[src/rtl/oscp_pkg.sv]
`default_nettype none

package oscp_pkg;

  // Tags carried in byte_kind.
  localparam logic [2:0] KIND_FLAGS  = 3'd0;
  localparam logic [2:0] KIND_PIV    = 3'd1;
  localparam logic [2:0] KIND_CTXLEN = 3'd2;
  localparam logic [2:0] KIND_CTX    = 3'd3;
  localparam logic [2:0] KIND_KID    = 3'd4;
  localparam logic [2:0] KIND_NONE   = 3'd5;

  // Parser phase codes.
  localparam logic [2:0] PH_FLAGS  = 3'd0;
  localparam logic [2:0] PH_PIV    = 3'd1;
  localparam logic [2:0] PH_CTXLEN = 3'd2;
  localparam logic [2:0] PH_CTX    = 3'd3;
  localparam logic [2:0] PH_KID    = 3'd4;
  localparam logic [2:0] PH_IGNORE = 3'd5;

  // Configuration register indexes.
  localparam logic [1:0] CFG_PIV_MAX = 2'd0;
  localparam logic [1:0] CFG_KID_MAX = 2'd1;
  localparam logic [1:0] CFG_CTX_MAX = 2'd2;

  // Flags byte fields.
  localparam logic [7:0] FLAG_RESERVED = 8'h80;
  localparam logic [7:0] FLAG_CONTEXT  = 8'h10;
  localparam logic [7:0] FLAG_KID      = 8'h08;
  localparam logic [7:0] FLAG_PIV_LEN  = 8'h07;

  typedef struct packed {
    logic [7:0] in_byte;
    logic       last_byte;
    logic       empty_option;
  } in_t;

  typedef struct packed {
    logic [7:0] out_byte;
    logic [2:0] byte_kind;
    logic [7:0] field_index;
    logic       option_done;
    logic       status;
    logic       has_piv;
    logic [2:0] piv_len;
    logic       has_context;
    logic [7:0] context_len;
    logic       has_kid;
    logic [7:0] kid_len;
  } out_t;

  typedef struct packed {
    logic [2:0] piv_max_len;
    logic [7:0] kid_max_len;
    logic [7:0] context_max_len;
  } cfg_t;

endpackage

`default_nettype wire

[src/rtl/oscore_option_parser.sv]
// OSCORE option value parser.
// Input channel (in_valid/in_ready/in_data) carries one option byte per
// request, with last_byte marking the end of the option and empty_option
// standing for a zero-length option. The result channel (out_valid/out_ready/
// out_data) returns exactly one result per request: the byte, its field tag
// and index, and on the final byte the status, presence flags and lengths.
// The configuration channel (cfg_valid/cfg_ready/cfg_index/cfg_data) sets the
// PIV, KID and KID context length limits; write it only while the parser is
// idle. Indexes beyond the register list are accepted and dropped.
// A request passes one input register, then the parse logic feeding the
// result register. Throughput is one request per cycle while out_ready
// stays high; the parser state updates once per processed request.
// When out_ready is low the result register holds its request, the input
// register still takes one more request, and in_ready then drops until the
// result is taken. Synchronous reset clears the pipeline, the parser state
// and restores the limits to 5, 16 and 16; all ready outputs are low while
// reset is asserted.
`default_nettype none

module oscore_option_parser #(
  parameter int LEN_BITS = 8
) (
  input  wire                  clk,
  input  wire                  rst_n,
  input  wire                  in_valid,
  output logic                 in_ready,
  input  oscp_pkg::in_t        in_data,
  output logic                 out_valid,
  input  wire                  out_ready,
  output oscp_pkg::out_t       out_data,
  input  wire                  cfg_valid,
  output logic                 cfg_ready,
  input  wire  [1:0]           cfg_index,
  input  wire  [7:0]           cfg_data
);

  oscp_pkg::in_t  in_r;
  logic           in_v_r;
  oscp_pkg::out_t out_r;
  oscp_pkg::out_t result;
  logic           out_v_r;
  logic           advance;
  oscp_pkg::cfg_t cfg_r;

  // Pipeline flow control.
  assign advance   = in_v_r && (!out_v_r || out_ready);
  assign in_ready  = rst_n && (!in_v_r || advance);
  assign cfg_ready = rst_n;
  assign out_valid = out_v_r;
  assign out_data  = out_r;

  // Input register.
  always_ff @(posedge clk) begin
    if (!rst_n) begin
      in_v_r <= 1'b0;
    end else if (in_ready) begin
      in_v_r <= in_valid;
    end
  end

  always_ff @(posedge clk) begin
    if (in_valid && in_ready) begin
      in_r <= in_data;
    end
  end

  // Result register.
  always_ff @(posedge clk) begin
    if (!rst_n) begin
      out_v_r <= 1'b0;
    end else if (!out_v_r || out_ready) begin
      out_v_r <= in_v_r;
    end
  end

  always_ff @(posedge clk) begin
    if (advance) begin
      out_r <= result;
    end
  end

  // Limit registers.
  always_ff @(posedge clk) begin
    if (!rst_n) begin
      cfg_r.piv_max_len     <= 3'd5;
      cfg_r.kid_max_len     <= 8'd16;
      cfg_r.context_max_len <= 8'd16;
    end else if (cfg_valid && cfg_ready) begin
      case (cfg_index)
        oscp_pkg::CFG_PIV_MAX: cfg_r.piv_max_len     <= cfg_data[2:0];
        oscp_pkg::CFG_KID_MAX: cfg_r.kid_max_len     <= cfg_data;
        oscp_pkg::CFG_CTX_MAX: cfg_r.context_max_len <= cfg_data;
        default: begin
        end
      endcase
    end
  end

  oscp_parse #(
    .LEN_BITS (LEN_BITS)
  ) u_parse (
    .clk     (clk),
    .rst_n   (rst_n),
    .advance (advance),
    .item    (in_r),
    .cfg     (cfg_r),
    .result  (result)
  );

endmodule

`default_nettype wire

[src/rtl/oscp_parse.sv]
`default_nettype none

module oscp_parse #(
  parameter int LEN_BITS = 8
) (
  input  wire                  clk,
  input  wire                  rst_n,
  input  wire                  advance,
  input  oscp_pkg::in_t        item,
  input  oscp_pkg::cfg_t       cfg,
  output oscp_pkg::out_t       result
);

  // Compare width covers both the counters and the 8-bit limits.
  localparam int CW = (LEN_BITS > 8) ? LEN_BITS : 8;
  localparam logic [LEN_BITS-1:0] LEN_MAX = {LEN_BITS{1'b1}};

  logic [2:0]          phase_r, phase_nxt;
  logic [LEN_BITS-1:0] field_count_r, field_count_nxt;
  logic [2:0]          piv_expected_r, piv_expected_nxt;
  logic                context_flag_r, context_flag_nxt;
  logic                kid_flag_r, kid_flag_nxt;
  logic [7:0]          context_expected_r, context_expected_nxt;
  logic [LEN_BITS-1:0] kid_count_r, kid_count_nxt;
  logic                error_seen_r, error_seen_nxt;

  // Values after the current byte, before the end-of-option clear.
  logic [2:0]          phase_p;
  logic [LEN_BITS-1:0] field_count_p;
  logic [2:0]          piv_expected_p;
  logic                context_flag_p;
  logic                kid_flag_p;
  logic [7:0]          context_expected_p;
  logic [LEN_BITS-1:0] kid_count_p;
  logic                error_seen_p;

  logic [LEN_BITS-1:0] fc_inc;
  logic [LEN_BITS-1:0] idx;
  logic [2:0]          kind;
  logic [7:0]          b;
  logic                done;
  logic                bad;
  logic [CW-1:0]       idx_w;
  logic [CW-1:0]       kid_w;

  assign b      = item.in_byte;
  assign done   = item.last_byte | item.empty_option;
  assign fc_inc = (field_count_r != LEN_MAX) ? field_count_r + 1'b1 : field_count_r;

  // Per-byte phase update.
  always_comb begin
    phase_p            = phase_r;
    field_count_p      = field_count_r;
    piv_expected_p     = piv_expected_r;
    context_flag_p     = context_flag_r;
    kid_flag_p         = kid_flag_r;
    context_expected_p = context_expected_r;
    kid_count_p        = kid_count_r;
    error_seen_p       = error_seen_r;
    kind               = oscp_pkg::KIND_NONE;
    idx                = '0;
    if (!item.empty_option) begin
      case (phase_r)
        oscp_pkg::PH_FLAGS: begin
          kind           = oscp_pkg::KIND_FLAGS;
          context_flag_p = |(b & oscp_pkg::FLAG_CONTEXT);
          kid_flag_p     = |(b & oscp_pkg::FLAG_KID);
          piv_expected_p = b[2:0] & oscp_pkg::FLAG_PIV_LEN[2:0];
          if ((|(b & oscp_pkg::FLAG_RESERVED)) || (piv_expected_p > cfg.piv_max_len)) begin
            error_seen_p = 1'b1;
            phase_p      = oscp_pkg::PH_IGNORE;
          end else if (piv_expected_p != 3'd0) begin
            phase_p       = oscp_pkg::PH_PIV;
            field_count_p = '0;
          end else begin
            field_count_p = '0;
            phase_p       = context_flag_p ? oscp_pkg::PH_CTXLEN : oscp_pkg::PH_KID;
          end
        end
        oscp_pkg::PH_PIV: begin
          kind          = oscp_pkg::KIND_PIV;
          idx           = field_count_r;
          field_count_p = fc_inc;
          if (CW'(fc_inc) >= CW'(piv_expected_r)) begin
            field_count_p = '0;
            phase_p       = context_flag_r ? oscp_pkg::PH_CTXLEN : oscp_pkg::PH_KID;
          end
        end
        oscp_pkg::PH_CTXLEN: begin
          kind               = oscp_pkg::KIND_CTXLEN;
          context_expected_p = b;
          field_count_p      = '0;
          if (b > cfg.context_max_len) begin
            error_seen_p = 1'b1;
            phase_p      = oscp_pkg::PH_IGNORE;
          end else begin
            phase_p = (b == 8'd0) ? oscp_pkg::PH_KID : oscp_pkg::PH_CTX;
          end
        end
        oscp_pkg::PH_CTX: begin
          kind          = oscp_pkg::KIND_CTX;
          idx           = field_count_r;
          field_count_p = fc_inc;
          if (CW'(fc_inc) >= CW'(context_expected_r)) begin
            phase_p = oscp_pkg::PH_KID;
          end
        end
        oscp_pkg::PH_KID: begin
          if (!kid_flag_r || (CW'(kid_count_r) >= CW'(cfg.kid_max_len))) begin
            error_seen_p = 1'b1;
            phase_p      = oscp_pkg::PH_IGNORE;
          end else begin
            kind        = oscp_pkg::KIND_KID;
            idx         = kid_count_r;
            kid_count_p = (kid_count_r != LEN_MAX) ? kid_count_r + 1'b1 : kid_count_r;
          end
        end
        default: begin
        end
      endcase
    end
  end

  // End-of-option checks and result fields.
  assign bad = error_seen_p || (phase_p == oscp_pkg::PH_PIV) ||
               (phase_p == oscp_pkg::PH_CTXLEN) || (phase_p == oscp_pkg::PH_CTX) ||
               (phase_p == oscp_pkg::PH_IGNORE);
  assign idx_w = CW'(idx);
  assign kid_w = CW'(kid_count_p);

  always_comb begin
    result             = '0;
    result.out_byte    = item.empty_option ? 8'd0 : b;
    result.byte_kind   = kind;
    result.field_index = idx_w[7:0];
    if (done) begin
      result.option_done = 1'b1;
      result.status      = bad;
      if (!bad) begin
        result.has_piv     = (piv_expected_p != 3'd0);
        result.piv_len     = piv_expected_p;
        result.has_context = context_flag_p;
        result.context_len = context_flag_p ? context_expected_p : 8'd0;
        result.has_kid     = kid_flag_p;
        result.kid_len     = kid_flag_p ? kid_w[7:0] : 8'd0;
      end
    end
  end

  // The state returns to its start values when an option ends.
  always_comb begin
    if (done) begin
      phase_nxt            = oscp_pkg::PH_FLAGS;
      field_count_nxt      = '0;
      piv_expected_nxt     = 3'd0;
      context_flag_nxt     = 1'b0;
      kid_flag_nxt         = 1'b0;
      context_expected_nxt = 8'd0;
      kid_count_nxt        = '0;
      error_seen_nxt       = 1'b0;
    end else begin
      phase_nxt            = phase_p;
      field_count_nxt      = field_count_p;
      piv_expected_nxt     = piv_expected_p;
      context_flag_nxt     = context_flag_p;
      kid_flag_nxt         = kid_flag_p;
      context_expected_nxt = context_expected_p;
      kid_count_nxt        = kid_count_p;
      error_seen_nxt       = error_seen_p;
    end
  end

  // Parser state registers, updated once per processed request.
  always_ff @(posedge clk) begin
    if (!rst_n) begin
      phase_r            <= oscp_pkg::PH_FLAGS;
      field_count_r      <= '0;
      piv_expected_r     <= 3'd0;
      context_flag_r     <= 1'b0;
      kid_flag_r         <= 1'b0;
      context_expected_r <= 8'd0;
      kid_count_r        <= '0;
      error_seen_r       <= 1'b0;
    end else if (advance) begin
      phase_r            <= phase_nxt;
      field_count_r      <= field_count_nxt;
      piv_expected_r     <= piv_expected_nxt;
      context_flag_r     <= context_flag_nxt;
      kid_flag_r         <= kid_flag_nxt;
      context_expected_r <= context_expected_nxt;
      kid_count_r        <= kid_count_nxt;
      error_seen_r       <= error_seen_nxt;
    end
  end

endmodule

`default_nettype wire

[config.mk]
export PLATFORM = sky130hd
export DESIGN_NAME = oscore_option_parser
export DESIGN_NICKNAME = d
export VERILOG_FILES = /design/src/rtl/oscp_pkg.sv /design/src/rtl/oscore_option_parser.sv /design/src/rtl/oscp_parse.sv
export SDC_FILE = /design/constraint.sdc
export NUM_CORES = 1
export LEC_CHECK = 0
export ABC_AREA = 1
export BUFFER_PORTS_ARGS = -buffer_cell sky130_fd_sc_hd__buf_2
export CORE_ASPECT_RATIO = 1.5
export CORE_UTILIZATION = 46
export DETAILED_ROUTE_END_ITERATION = 12
export HOLD_SLACK_MARGIN = 0.1
export PLACE_DENSITY = 0.67
export SYNTH_ARGS = -nofsm -noshare
export SYNTH_HDL_FRONTEND = slang
export SYNTH_SLANG_ARGS = --single-unit
[constraint.sdc]
create_clock -name clk -period 4 [get_ports clk]
set_clock_uncertainty 0.15 [all_clocks]
set_input_delay 0.6 -clock clk [delete_from_list [all_inputs] [get_ports clk]]
set_output_delay 0.6 -clock clk [all_outputs]
set_load 0.01 [all_outputs]
==> results of run 1 <==
## synth_stat cells, types with 10 or more instances
| cell | instances |
|---|---|
| a21oi_1 | 57 |
| nor2_1 | 87 |
| clkbuf_1 | 14 |
| ha_1 | 32 |
| nand2_1 | 116 |
| dfxtp_1 | 54 |
| edfxtp_1 | 53 |
| nand4_1 | 10 |
| nand3_1 | 29 |
| inv_1 | 117 |
| o22ai_1 | 13 |
| o21ai_0 | 20 |
## final cells by class
cell class                 instances  area, µm²
clock inverter                     5       40.0
fill                            1141       5300
timing repair buffer              74        393
tap                              150        188
clock buffer                      11        253
sequential                       107       2670
inverter                         119        447
multi-input combinational        430       2360
## cell families after synthesis
family,synth area share
adder cells (fa/ha/maj),0.0721
multiplexers,0.00203
flip-flops,0.481
XOR/XNOR,0.00946
AND/OR/NAND/NOR,0.216
AO/OA/AOI/OAI,0.125
buffers and inverters,0.0939
## layer usage
metal  vias up  GRT usage
li1       2357          -
met1      2143      0.249
met2       153      0.419
met3        42     0.0394
met4         0      0.118
met5         -          0
## report_power, final
group	switching (mW)	leakage [nW]	internal, mW
sequential	0.0137	0.933	1.18
clock	0.413	0.147	0.465
combinational	0.122	1.48	0.0578
## layout by cell type, fill, tap and decap left out, types with 2 or more instances in the layout
master | synthesis | layout
clkbuf_8 | 0 | 2
nor2_2 | 6 | 6
nor2_1 | 87 | 87
buf_4 | 3 | 3
nand3_1 | 29 | 29
nand3_4 | 2 | 2
nand4_1 | 10 | 10
a32oi_1 | 9 | 9
nor2_4 | 2 | 2
nand2_2 | 6 | 6
or2_1 | 2 | 2
edfxtp_1 | 53 | 53
inv_1 | 117 | 117
dfxtp_1 | 54 | 54
nand2_1 | 116 | 116
o22ai_1 | 13 | 13
o211ai_1 | 3 | 3
o21a_1 | 3 | 3
or2_2 | 2 | 2
xor2_1 | 6 | 6
clkbuf_16 | 0 | 9
ha_1 | 32 | 32
inv_6 | 0 | 4
a22oi_1 | 8 | 8
buf_2 | 0 | 70
o21ai_0 | 20 | 20
nand3_2 | 3 | 3
a21oi_1 | 57 | 57
nor3_1 | 7 | 7
## registers in the layout, summed over array words and instances, names as in the netlist
signal and flops:
in_v_r 1, u_parse.context_flag_r 1, u_parse.kid_flag_r 1, u_parse.phase_r 3
u_parse.error_seen_r 1, out_data 43, u_parse.piv_expected_r 3, u_parse.kid_count_r 8
out_valid 1, in_r 10, u_parse.context_expected_r 8, cfg_r 19
u_parse.field_count_r 8
## per-stage QoR
step                      instance area [µm²]  hold slack [ns]  power (mW)
after detailed placement                 6060            0.301        1.40
after CTS                                6350            0.255        2.27
after global placement                   6060            0.300        1.40
final                                    6350            0.269        2.25
after global routing                     6350            0.261        2.33
after floorplan                          5560            0.283        1.33
## worst min-delay path by stage
stage                           from   endpoint  slack (ns)
final                     in_data[4]    in_r[4]        0.27
after CTS                 in_data[4]    in_r[4]        0.26
after global placement      cfg_r[1]   cfg_r[1]        0.30
after global routing      in_data[3]    in_r[3]        0.26
after floorplan             cfg_r[1]   cfg_r[1]        0.28
after detailed placement   cfg_r[17]  cfg_r[17]        0.30
## worst register-to-register path, cell delays in order, from the launching register on
cell and delay, ns:
dfxtp_1 0.47, ha_1 0.25, nand2_1 0.10, nor2_2 0.14, nand2_2 0.13, xor2_1 0.20, inv_1 0.08, ha_1 0.28
inv_1 0.07, nand2_1 0.05, nand2_1 0.05, nand2_1 0.05, a21oi_1 0.11, nand2_1 0.07, nor2_2 0.13, nand3_2 0.09
nand2_1 0.07, nand2_1 0.06, nand2_1 0.07, nand2_2 0.08, a21oi_4 0.23, nand3_4 0.18, nor2_1 0.13
==> results.tsv, run 1 <==
stage	metric	value	unit
status	run status	finished, final reports clean	
job	MaxCap Viol Count	0	
critical_path	reg2reg setup slack	0.63	ns
synth	synth top area cells	edfxtp_1 (29%), dfxtp_1 (19%), inv_1 (7.9%)	
timing	fmax	297	MHz
critical_path	CP required	4.07	ns
timing	Period minus WS final	3.37	ns
floorplanning	die width	91.7	µm
route	met1 wire length	5240	µm
grt	largest net degree at the start of global routing	34	
route	via count	4695	
synth	Seq/Total Area, Yosys	0.481	
route	highest metal used	met4	
route	# DRC	0	
critical_path	worst setup path category	reg -> reg	
floorplanning	core region area	11700	µm²
critical_path	Crit path buffers/inverters	2	
critical_path	crit-path leading delay family	simple AND/OR/NAND/NOR gates	
critical_path	CP dominant cell by count	nand2_1	
worst_hold_path	HP Class	in -> reg	
cts	Post-CTS Setup Repair Bufs	0	
place	placed insts	880	
final_layout	layout cells sized above 1	0.154	
cts	CTS-repair resized insts	0	
cts	clk sinks	107	
critical_path	R2R depth	22	
timing	fin worst setup slack	0.630	ns
floorplanning	die area	12500	µm²
grt	initial antenna violation count	0	
grt	Total Routing Usage GR	0.227	
power	PwrDens	355	nW/µm²
critical_path	CP Cell Sequence	ha_1 > nand2_1 > nor2_2 > nand2_2 > xor2_1 > inv_1 > ha_1 > inv_1 > nand2_1 > nand2_1 > nand2_1 > a21oi_1 > nand2_1 > nor2_2 > nand3_2 > nand2_1 > nand2_1 > nand2_1 > nand2_2 > a21oi_4 > nand3_4 > nor2_1	
floorplanning	die height	137	µm
cts	clock latency on the worst-skew pair	0.35	ns
synth	Synth top area share	0.286	
critical_path	Crit. Startpoint	u_parse.field_count_r[0]	
synth	Yosys warning count	0	
final_layout	ant diodes	0	
synth	Yosys cell types	35	
timing	max-slew violations	0	
grt	first-pass GRT wire length	21800	µm
timing	fin crit share	0.843	
place	port bufs	70	
synth	Avg Cell Area, Syn	8.25	µm²
critical_path	Worst EP arrival	3.44	ns
synth	Primary FF master, synth	dfxtp_1	
cts	cts hold-fix bufs	0	
critical_path	cell at the slowest stage of the critical path	dfxtp_1	
critical_path	logic depth of the worst path, buffers included	22	
route	Vias/cell	5.24	
grt	vias in the first global route	4572	
route	Avg WL per Cell	15.1	µm
timing	setup_tns	0	ns
critical_path	Worst Path Max Fanout	9	
floorplanning	IO Pins	71	
timing	Final Hold Fails	0	
critical_path	startpoint types	flop	
floorplanning	# rows	48	
place	Post-DP HPWL	10300	µm
synth	post-synth top area cell	edfxtp_1	
final_layout	post-route insts no fill	896	
route	drt first pass iters	5	
critical_path	CP Capture Point	out_data[12]	
place	GPL Wtd Cong	0.938	
synth	post-synthesis register bit count	107	
route	Routed Wire Length	13500	µm
synth	syn nets	730	
cts	Max Buffers Root-to-Sink	2	
timing	setup violators final	0	
route	DR WL met2	7170	µm
cts	CTS clk-pin slew, worst paths	0.07	ns
synth	asr flop ratio synth	0	
timing	relative slew slack	0.415	
floorplanning	initial core utilization	0.477	
critical_path	reg2reg end	out_data[12]	
timing	RSZ-0062 raised after global routing	false	
critical_path	crit end category	flop	
synth	Post-synth EDFFs	53	
worst_hold_path	worst hold path depth	1	
critical_path	largest stage delay on the critical path	0.47	ns
final_layout	final core utilization	0.545	
cts	H-Tree Depth	3	
cts	TritonCTS clock tree	built	
cts	Num CTS Buffers	9	
timing	worst-margin pin slew	0.874	ns
synth	synthesized instance count	673	
power	Max IR drop VDD	196	µV
synth	Cell Area, Synth	5560	µm²
route	number of antenna-violating nets in the routed design	0	
power	Leak	2.56	nW
route	Routed met3 length	640	µm
grt	grt total ovfl	0	
place	Place WS	0.668	ns
final_layout	Nets	798	
critical_path	r2r startpoint	u_parse.field_count_r[0]	
route	DR iter-0 viols	314	
final_layout	P&R area growth vs syn	14.4	%
cts	Root Driver	clkbuf_16	
Power figures use the tool's default switching activity.
==> run 2, diff against run 1 <==
Clock period 4 ns to 3.3 ns, I/O delays scaled along.
==> run 2 against run 1 <==
Effect of this change: sequential power grew 21%; critical path depth decreased by 2; sequential share of layout area shrank 1.0 points; via count up 2.5%; power rose by 20%; register-to-register slack got worse by 0.48 ns; utilization grew 1.5 points; count of clock-buffer cells in the layout stayed put; fmax rose by 6.9%; setup slack worse by 0.48 ns; cell count increased by 1.6%; critical path type unchanged; critical endpoint is now out_data[1]; largest power group unchanged.
==> results.tsv, run 2 (synthesized netlist as in run 1, its figures left out) <==
stage	metric	value	unit
status	run status	finished, final reports clean	
route	Avg WL per Cell	15.5	µm
timing	fin crit share	0.955	
grt	Total Routing Usage GR	0.224	
power	Leak	2.63	nW
place	Post-DP HPWL	10500	µm
job	MaxCap Viol Count	0	
cts	CTS clk-pin slew, worst paths	0.07	ns
route	drt first pass iters	6	
final_layout	max reg flops	43	
power	clock group share of total power	0.376	
floorplanning	die width	91.7	µm
floorplanning	# rows	48	
final_layout	multi-input logic area	2450	µm²
critical_path	CP required	3.36	ns
critical_path	crit end category	flop	
final_layout	ant diodes	0	
grt	grt total ovfl	0	
critical_path	startpoint types	flop	
grt	first-pass GRT wire length	21600	µm
timing	max-slew violations	0	
timing	hold slack	0.168	ns
floorplanning	initial core utilization	0.477	
cts	H-Tree Depth	3	
power	NetSw	656	µW
final_layout	fillers	1106	
final_layout	most common cell after layout, fill and taps aside	inv_1	
final_layout	post-route insts no fill	910	
power	PwrDens	414	nW/µm²
route	Routed Wire Length	14100	µm
power	Internal Power	2.05	mW
final_layout	Nets	812	
worst_hold_path	HP Class	in -> reg	
final_layout	layout cells sized above 1	0.187	
timing	Period minus WS final	3.15	ns
floorplanning	core region area	11700	µm²
cts	Max Buffers Root-to-Sink	2	
grt	largest net degree at the start of global routing	34	
timing	worst-margin pin slew	0.798	ns
critical_path	Worst EP arrival	3.21	ns
timing	Final Hold Fails	0	
timing	setup violators final	0	
route	# DRC	0	
critical_path	Worst Path Max Fanout	7	
route	DR iter-0 viols	307	
route	via count	4813	
place	placed insts	887	
floorplanning	die area	12500	µm²
final_layout	sequential cell area	2680	µm²
route	Vias/cell	5.29	
timing	setup_tns	0	ns
grt	vias in the first global route	4509	
route	number of antenna-violating nets in the routed design	0	
cts	clock latency on the worst-skew pair	0.35	ns
grt	initial antenna violation count	0	
power	Reg power frac	0.536	
power	Max IR drop VDD	235	µV
final_layout	commonest cells after routing, fill and taps aside	inv_1 (117), nand2_1 (115), nor2_1 (81), buf_2 (70), a21oi_1 (57)	
power	Combinational Power Share	0.088	
cts	Root Driver	clkbuf_16	
critical_path	worst setup path category	reg -> reg	
floorplanning	die height	137	µm
place	GPL Wtd Cong	0.933	
cts	TritonCTS clock tree	built	
place	port bufs	70	
cts	Num CTS Buffers	9	
cts	clk sinks	107	
final_layout	P&R area growth vs syn	17.6	%
timing	fmax	317	MHz
power	Sw Share	0.243	
timing	relative slew slack	0.466	
floorplanning	IO Pins	71	
run 2: final cells by class:
cell class,count,area share
sequential,107,0.411
multi-input combinational,432,0.375
timing repair buffer,86,0.0745
inverter,119,0.0684
clock buffer,11,0.0372
tap,150,0.0287
clock inverter,5,0.00556
run 2: power groups by stage:
stage	logic, mW	registers, mW	clock network, mW
after floorplan	0.122	1.49	0
after global placement	0.212	1.48	0
after detailed placement	0.218	1.48	0
after CTS	0.219	1.45	1.03
after global routing	0.263	1.45	1.07
final	0.238	1.45	1.02
run 2: what timing repair did:
item | CTS | global route
setup endpoints to repair | 0 | 23
setup buffers | 0 | 5
gates resized for setup | 0 | 23
hold buffers | 0 | 0
run 2: worst max-delay path: stages, from the launching register on:
cell and delay, ns:
dfxtp_1 0.46, inv_1 0.15, nor2_4 0.13, nand2_4 0.10, mux2_4 0.34, ha_1 0.29, inv_1 0.04, nor2_1 0.10
o21bai_1 0.07, nand2_1 0.06, nand2_1 0.06, nand3_2 0.07, nor2_2 0.04, nor2_1 0.10, nand2_1 0.06, nand2_1 0.08
nand2_2 0.09, a21oi_4 0.17, buf_12 0.16, nand3_4 0.12, nor2_1 0.15
run 2: per-layer routing:
layer | up-vias | GRT usage | wire length (µm)
li1 | 2387 | - | -
met4 | 0 | 0.106 | 531
met2 | 143 | 0.421 | 7630
met3 | 34 | 0.0322 | 514
met5 | - | 0 | 0
met1 | 2249 | 0.248 | 5460
run 2: final timing paths:
| path | from | end | slack (ns) | cells past startpoint |
|---|---|---|---|---|
| worst max-delay path | u_parse.field_count_r[3] | out_data[1] | 0.15 | 20 |
| worst min-delay path | in_data[5] | in_r[5] | 0.17 | 1 |
| worst max register to register | u_parse.field_count_r[3] | out_data[1] | 0.15 | 20 |
| worst min register to register | cfg_r[10] | cfg_r[10] | 0.31 | 2 |
run 2: stage by stage:
stage               setup WS [ns]  power [mW]   util  area [µm²]
floorplan                   0.424        1.61      -        5560
global placement            0.186        1.69  0.524        6100
detailed placement         0.0259        1.70  0.524        6100
CTS                       0.00143        2.70  0.548        6380
global route              -0.0681        2.78  0.561        6530
finish                      0.148        2.70  0.561        6530
